## config.mk

```make
export PLATFORM = sky130hd
export DESIGN_NAME = wildcard_byte_pattern_search
export DESIGN_NICKNAME = d
export VERILOG_FILES = /design/src/wbps_pkg.sv /design/src/wbps_match.sv /design/src/wildcard_byte_pattern_search.sv
export SDC_FILE = /design/constraint.sdc
export NUM_CORES = 1
export LEC_CHECK = 0
export BUFFER_PORTS_ARGS = -buffer_cell sky130_fd_sc_hd__clkbuf_2
export CAP_MARGIN = 5
export CORE_ASPECT_RATIO = 0.6
export CORE_MARGIN = 5
export CORE_UTILIZATION = 45
export CTS_CLUSTER_SIZE = 28
export DETAILED_ROUTE_END_ITERATION = 6
export GPL_ROUTABILITY_DRIVEN = 0
export PLACE_DENSITY = 0.63
export SLEW_MARGIN = 20
export SYNTH_ARGS = -nofsm -noshare
export SYNTH_HDL_FRONTEND = slang
export SYNTH_HIERARCHICAL = 1
export SYNTH_SLANG_ARGS = --single-unit
```

## constraint.sdc

```tcl
create_clock -name clk -period 8.7 [get_ports clk]
set_input_delay 1.305 -clock clk [delete_from_list [all_inputs] [get_ports clk]]
set_output_delay 1.305 -clock clk [all_outputs]
set_load 0.05 [all_outputs]
```

## src/wbps_pkg.sv

```systemverilog
// Shared types and constants for the wildcard byte pattern search block.
// No dependencies; imported by the matcher, the top level and the checker.
package wbps_pkg;

	localparam int MAX_PATTERN_BYTES_DEF = 16;
	localparam int OFFSET_BITS_DEF       = 32;
	localparam int PATTERN_BITS          = 128;
	localparam int MASK_BITS             = 16;
	localparam int LENGTH_BITS           = 5;
	localparam int CFG_DATA_BITS         = 64;
	localparam int CFG_INDEX_BITS        = 3;
	localparam int ADDR_BITS             = 64;

	// configuration register indexes
	typedef enum logic [CFG_INDEX_BITS-1:0] {
		REG_PATTERN_LOW    = 3'd0,
		REG_PATTERN_HIGH   = 3'd1,
		REG_WILDCARD_MASK  = 3'd2,
		REG_PATTERN_LENGTH = 3'd3,
		REG_REGION_BASE    = 3'd4
	} reg_index_t;

	// pattern bytes and wildcard bits as seen by the matcher
	typedef struct packed {
		logic [PATTERN_BITS-1:0] bytes;
		logic [MASK_BITS-1:0]    wild;
	} pattern_t;

endpackage

```

## src/wbps_match.sv

```systemverilog
// Parallel window compare: all pattern bytes against the byte window at once.
// Depends on wbps_pkg (pattern_t).
module wbps_match import wbps_pkg::*; #(
	parameter int MAX_PATTERN_BYTES = MAX_PATTERN_BYTES_DEF
) (
	input  logic [7:0]                                 window [MAX_PATTERN_BYTES],
	input  pattern_t                                   pattern,
	input  logic [$clog2(MAX_PATTERN_BYTES+1)-1:0]     length,
	output logic                                       hit
);

	localparam int LEN_W = $clog2(MAX_PATTERN_BYTES + 1);
	localparam int IDX_W = (MAX_PATTERN_BYTES > 1) ? $clog2(MAX_PATTERN_BYTES) : 1;

	logic [MAX_PATTERN_BYTES-1:0] miss;

	// pattern byte j lines up with the byte of age length-1-j
	for (genvar j = 0; j < MAX_PATTERN_BYTES; j++) begin : g_byte
		localparam logic [LEN_W-1:0] JV = LEN_W'(j);
		logic [LEN_W-1:0] age;
		logic             active;
		logic [7:0]       sample;

		assign active  = JV < length;
		assign age     = length - JV - LEN_W'(1);
		assign sample  = window[age[IDX_W-1:0]];
		assign miss[j] = active && !pattern.wild[j] &&
			(sample != pattern.bytes[8*j +: 8]);
	end

	assign hit = ~|miss;

endmodule

```

## src/wildcard_byte_pattern_search.sv

```systemverilog
// Wildcard byte pattern search: one byte transfer per cycle, full throughput while results are taken.
// A result passes the input register, then the result register, on its way
// to the output; one byte per cycle is sustained while results are taken,
// and the input stalls only when a result is held.
// Reset (arst_n low, asynchronous) empties both stages, clears the region
// state and sets pattern_length to 1, all other configuration registers to 0.
module wildcard_byte_pattern_search import wbps_pkg::*; #(
	parameter int MAX_PATTERN_BYTES = MAX_PATTERN_BYTES_DEF,
	parameter int OFFSET_BITS       = OFFSET_BITS_DEF
) (
	input  logic                      clk,
	input  logic                      arst_n,
	// configuration write port
	input  logic                      cfg_write,
	input  logic [CFG_INDEX_BITS-1:0] cfg_index,
	input  logic [CFG_DATA_BITS-1:0]  cfg_data,
	// byte stream
	input  logic                      in_valid,
	output logic                      in_ready,
	input  logic [7:0]                data_byte,
	input  logic                      last_byte,
	// results
	output logic                      out_valid,
	input  logic                      out_ready,
	output logic                      found,
	output logic [ADDR_BITS-1:0]      match_address
);

	localparam int LEN_W = $clog2(MAX_PATTERN_BYTES + 1);
	localparam logic [OFFSET_BITS-1:0] OFFSET_MAX = {OFFSET_BITS{1'b1}};

	// configuration registers
	logic [CFG_DATA_BITS-1:0] pattern_low_q;
	logic [CFG_DATA_BITS-1:0] pattern_high_q;
	logic [MASK_BITS-1:0]     wildcard_mask_q;
	logic [LENGTH_BITS-1:0]   pattern_length_q;
	logic [ADDR_BITS-1:0]     region_base_q;

	// input stage: window[0] is the byte in the stage, window[a] is a bytes older
	logic                     valid_s1;
	logic                     last_s1;
	logic [7:0]               window_s1 [MAX_PATTERN_BYTES];

	// region state
	logic [OFFSET_BITS-1:0]   bytes_seen_q;
	logic                     match_reported_q;

	// result register
	logic                     valid_s2;
	logic                     found_s2;
	logic [ADDR_BITS-1:0]     address_s2;

	logic [LEN_W-1:0]         eff_len;
	pattern_t                 pattern;
	logic                     window_hit;
	logic                     check_en;
	logic                     hit;
	logic                     emit;
	logic                     advance;
	logic                     accept;
	logic [ADDR_BITS-1:0]     hit_address;

	// Configuration writes. Indexes past the list are dropped.
	always_ff @(posedge clk or negedge arst_n) begin
		if (!arst_n) begin
			pattern_low_q    <= '0;
			pattern_high_q   <= '0;
			wildcard_mask_q  <= '0;
			pattern_length_q <= LENGTH_BITS'(1);
			region_base_q    <= '0;
		end else if (cfg_write) begin
			case (cfg_index)
				REG_PATTERN_LOW:    pattern_low_q    <= cfg_data;
				REG_PATTERN_HIGH:   pattern_high_q   <= cfg_data;
				REG_WILDCARD_MASK:  wildcard_mask_q  <= cfg_data[MASK_BITS-1:0];
				REG_PATTERN_LENGTH: pattern_length_q <= cfg_data[LENGTH_BITS-1:0];
				REG_REGION_BASE:    region_base_q    <= cfg_data;
				default: ;
			endcase
		end
	end

	// Clamp the length: zero acts as one, anything past the window as its size.
	always_comb begin
		if (pattern_length_q == '0) begin
			eff_len = LEN_W'(1);
		end else if (pattern_length_q > LENGTH_BITS'(MAX_PATTERN_BYTES)) begin
			eff_len = LEN_W'(MAX_PATTERN_BYTES);
		end else begin
			eff_len = LEN_W'(pattern_length_q);
		end
	end

	assign pattern.bytes = {pattern_high_q, pattern_low_q};
	assign pattern.wild  = wildcard_mask_q;

	wbps_match #(
		.MAX_PATTERN_BYTES(MAX_PATTERN_BYTES)
	) u_match (
		.window  (window_s1),
		.pattern (pattern),
		.length  (eff_len),
		.hit     (window_hit)
	);

	// A window counts only once it holds bytes of this region alone, no match
	// was reported yet, and the offset counter has not saturated.
	assign check_en = !match_reported_q && (bytes_seen_q != OFFSET_MAX) &&
		(bytes_seen_q >= OFFSET_BITS'(eff_len - LEN_W'(1)));
	assign hit  = check_en && window_hit;
	// Not found goes out only on the last byte of a region with no match.
	assign emit = hit || (last_s1 && !match_reported_q);

	// Start offset is bytes_seen - (len - 1); wraps modulo 2^64 with the base.
	assign hit_address = region_base_q + ADDR_BITS'(bytes_seen_q) -
		ADDR_BITS'(eff_len) + ADDR_BITS'(1);

	// The stage moves on when the result register is free or being emptied.
	assign advance  = valid_s1 && (!valid_s2 || out_ready);
	assign in_ready = !valid_s1 || advance;
	assign accept   = in_valid && in_ready;

	// Input stage: every transfer shifts the window; old bytes of a previous
	// region are masked by the bytes_seen check, so no clear is needed.
	always_ff @(posedge clk or negedge arst_n) begin
		if (!arst_n) begin
			valid_s1 <= 1'b0;
			last_s1  <= 1'b0;
			for (int a = 0; a < MAX_PATTERN_BYTES; a++) begin
				window_s1[a] <= '0;
			end
		end else begin
			if (accept) begin
				valid_s1     <= 1'b1;
				last_s1      <= last_byte;
				window_s1[0] <= data_byte;
				for (int a = 1; a < MAX_PATTERN_BYTES; a++) begin
					window_s1[a] <= window_s1[a-1];
				end
			end else if (advance) begin
				valid_s1 <= 1'b0;
			end
		end
	end

	// Region state: advance per byte, drop everything on the last byte.
	always_ff @(posedge clk or negedge arst_n) begin
		if (!arst_n) begin
			bytes_seen_q     <= '0;
			match_reported_q <= 1'b0;
		end else if (advance) begin
			if (last_s1) begin
				bytes_seen_q     <= '0;
				match_reported_q <= 1'b0;
			end else begin
				if (hit) begin
					match_reported_q <= 1'b1;
				end
				if (bytes_seen_q != OFFSET_MAX) begin
					bytes_seen_q <= bytes_seen_q + OFFSET_BITS'(1);
				end
			end
		end
	end

	// Result register: load on a result, hold until the transfer.
	always_ff @(posedge clk or negedge arst_n) begin
		if (!arst_n) begin
			valid_s2 <= 1'b0;
		end else if (advance) begin
			valid_s2 <= emit;
		end else if (out_ready) begin
			valid_s2 <= 1'b0;
		end
	end

	always_ff @(posedge clk) begin
		if (advance && emit) begin
			found_s2   <= hit;
			address_s2 <= hit ? hit_address : '0;
		end
	end

	assign out_valid     = valid_s2;
	assign found         = found_s2;
	assign match_address = address_s2;

endmodule

```

==> flow_summary.toml <==
[floorplan]
fp.dieW_um = 359
dieHeight_um = 219
io_pins = 148
rows = 76
fp.dieArea_mm2 = 0.0786
initial_core_util_pct = 45.6
core_area_mm2 = 0.0720

[placement]
dp_cells = 3995
hpwl_mm = 84.4
port_buffers = 147

[critical_path]
worstSetupStartpointType = "register"
ff2ff_path_depth = 19
cp.buffers_inverters = 5
r2r-end = "match_address[1]$_SDFFCE_PN0P_"
criticalPathCategory = "register to register"
crit_arrival_ns = 7.91
path_delay_family = "buffers and inverters"
worstReg2RegStart = "pattern_length_q[4]$_DFFE_PN0P_"
rrSetupSlack_ns = 1.14
cp_max_fo = 61
end_kind = "register"
slowest_delay_ns = 0.88
path_cells = "nand2b_1 > inv_6 > inv_1 > ha_4 > xor2_2 > buf_12 > mux2i_1 > a211oi_1 > xnor2_1 > and4_1 > o211ai_1 > a222oi_1 > nand3_1 > nor4_2 > nand3b_1 > or2_2 > buf_4 > clkinv_1 > and2_1"
required_ns = 9.04
critPathSlowestCell = "xor2_2"

[clock_tree]
cts_tree = "done"
cts_buffer_depth = 3
clock_latency_ns = 0.60
numClockSinks = 442
clk_pin_slew_ns = 0.07
htreeDepth = 2
hold_buffers = 0
cts.repair.resized = 0
post-cts-setup-buffer-count = 0
cts-root-buf = "clkbuf_16"
cts-buffers-inserted = 44

[final_layout]
num-fill-cells = 6400
final_cells = 4074
n_antenna_cell = 0
multi_input_area_mm2 = 0.0200
nNetsFinal = 3285
syn_to_final_growth_pct = 10.0
seq_area_mm2 = 0.0114
drive_gt1_share_pct = 26.4

[worst_hold_path]
min_to = "pattern_low_q[42]$_DFFE_PN0P_"
hold_depth = 1
min-delay-start = "pattern_low_q[42]$_DFFE_PN0P_"
min_path_type = "register to register"

[global_routing]
antenna_found_initial = 2
grt_remaining_overflow = 0
grt_pass1_wl_mm = 162
track_usage_pct = 27.5
grt_pass1_vias = 24800
grt_max_degree = 167

[timing]
min_period_over_period_pct = 86.9
clock_skew_ns = 0.0234
fmax_mhz = 132
final_hold_viol_count = 0
period_minus_slack_ns = 7.56
drv_slew = 0
grt_setup_unrepaired = "false"
finalSetupViolCount = 0
slew_headroom_pct = 20.1
worst_pin_slew_ns = 1.20
setup_tns_ns = 0

[yosys]
synth-edff-count = 65
synthArstFlopShare_pct = 85.3
yosysTopAreaCellShare_pct = 28.7
synthCells = 2966
avgSynthCellArea_um2 = 11.1
synth_most_common_cell = "dfrtp_1"
yosysTopAreaCell = "dfrtp_1"
synthesis.area_mm2 = 0.0328
synth-seq-area-share_pct = 34.7
yosysWarnings = 6
synth_area_leaders = "dfrtp_1, mux4_2, mux2_2"
synth_top_flop_cell = "dfrtp_1"
synthTopCellsByCount = "dfrtp_1, mux2_2, mux2i_1"
synth_seq_cells = 442
synth_cell_type_count = 94

[job]
drv_cap = 0

[route]
drt_iter0_drc = 3690
drc = 12
vias = 26000
dr.pass1.iters = 7
wirelength_mm = 110
ant_nets = 0
via_per_inst = 6.39
wl_per_cell_um = 26.9

[outcome]
violations = "DRC"
status = "complete, but fails checks"

[pwr]
irDropWorstVdd_uv = 174
power_density_mw_per_mm2 = 383
leakagePower_nw = 15.1
total_power_w = 0.0138
[per-stage QoR]
step	setup WS (ns)	hold WS, ns	cell area (um^2)	util (%)
2_1_floorplan	0.921	0.481	32900	-
3_3_place_gp	1.38	0.495	34500	48.0
3_5_place_dp	1.17	0.507	34500	48.0
4_1_cts	1.14	0.523	36100	50.1
5_1_grt	0.882	0.536	36100	50.1
6_report	1.14	0.522	36100	50.1
[worst max path at each step]
| stage | from | end | cells after the start |
|---|---|---|---|
| floorplan | pattern_length_q[1]$_DFFE_PN0P_ | found$_DFFE_PP_ | 25 |
| global placement | pattern_length_q[4]$_DFFE_PN0P_ | match_address[54]$_SDFFCE_PN0P_ | 18 |
| detailed placement | pattern_length_q[4]$_DFFE_PN0P_ | match_address[54]$_SDFFCE_PN0P_ | 18 |
| CTS | pattern_length_q[4]$_DFFE_PN0P_ | match_address[54]$_SDFFCE_PN0P_ | 18 |
| global route | pattern_length_q[4]$_DFFE_PN0P_ | match_address[54]$_SDFFCE_PN0P_ | 19 |
| finish | pattern_length_q[4]$_DFFE_PN0P_ | match_address[1]$_SDFFCE_PN0P_ | 19 |
[routing by layer]
| layer | part of all wire, % | global-route usage, % | up-vias |
|---|---|---|---|
| li1 | - | - | 11100 |
| met1 | 43 | 40.4 | 13200 |
| met2 | 38 | 35.3 | 1526 |
| met3 | 17 | 14.4 | 205 |
| met4 | 1.9 | 4.55 | 10 |
| met5 | 0.65 | 6.50 | - |
[cell usage in the layout, fill, tap and decap left out, drive strengths merged, types with 12 or more instances in the layout]
master / n
nor2b: 12
mux2i: 200
xor2: 130
a211oi: 13
inv: 193
a21o: 40
nand2b: 14
a221oi: 21
xnor2: 138
clkinv: 14
o21bai: 13
nand2: 175
buf: 49
edfxtp: 65
nand4: 49
nor4: 21
ha: 133
mux2: 319
and3: 12
a31oi: 17
o211ai: 16
clkbuf: 205
mux4: 188
o21ai: 128
nand3: 41
dfrtp: 376
nor2: 163
nor3: 45
conb: 27
a21oi: 134
[kinds of logic after synthesis]
logic type	Yosys count	synth area share [%]
muxes	707	30.1
and+or+nand+nor	574	8.28
AOI/OAI and AO/OA	475	9.39
DFF	442	34.7
buffers and inverters	361	4.81
xor gates and xnor gates	268	7.33
adders and majority gates	138	5.38
other	1	0.0114
[final cells by class]
| cell class | count | share of cell area [%] |
|---|---|---|
| well taps | 975 | 3.38 |
| inverters | 194 | 2.05 |
| flip-flops and latches | 442 | 31.6 |
| clock buffers | 59 | 3.52 |
| clock inverters | 20 | 0.732 |
| multi-input cells | 2189 | 55.5 |
| repair buffers | 195 | 3.24 |
[power breakdown]
part	internal (W)	total [W]	switching, W
combinational	0.00351	0.00809	0.00458
sequential	0.00261	0.00365	0.00103
clock	0.00121	0.00208	0.000870
[state kept, by name (all words and copies together) (netlist names)]
register          count
found                 1
match_address        64
region_base_q        64
pattern_high_q       64
out_valid             1
last_s1               1
wildcard_mask_q      16
pattern_low_q        64
valid_s1              1
window_s1           128
match_reported_q      1
pattern_length_q      5
bytes_seen_q         32
(Power assumes the default switching activity.)
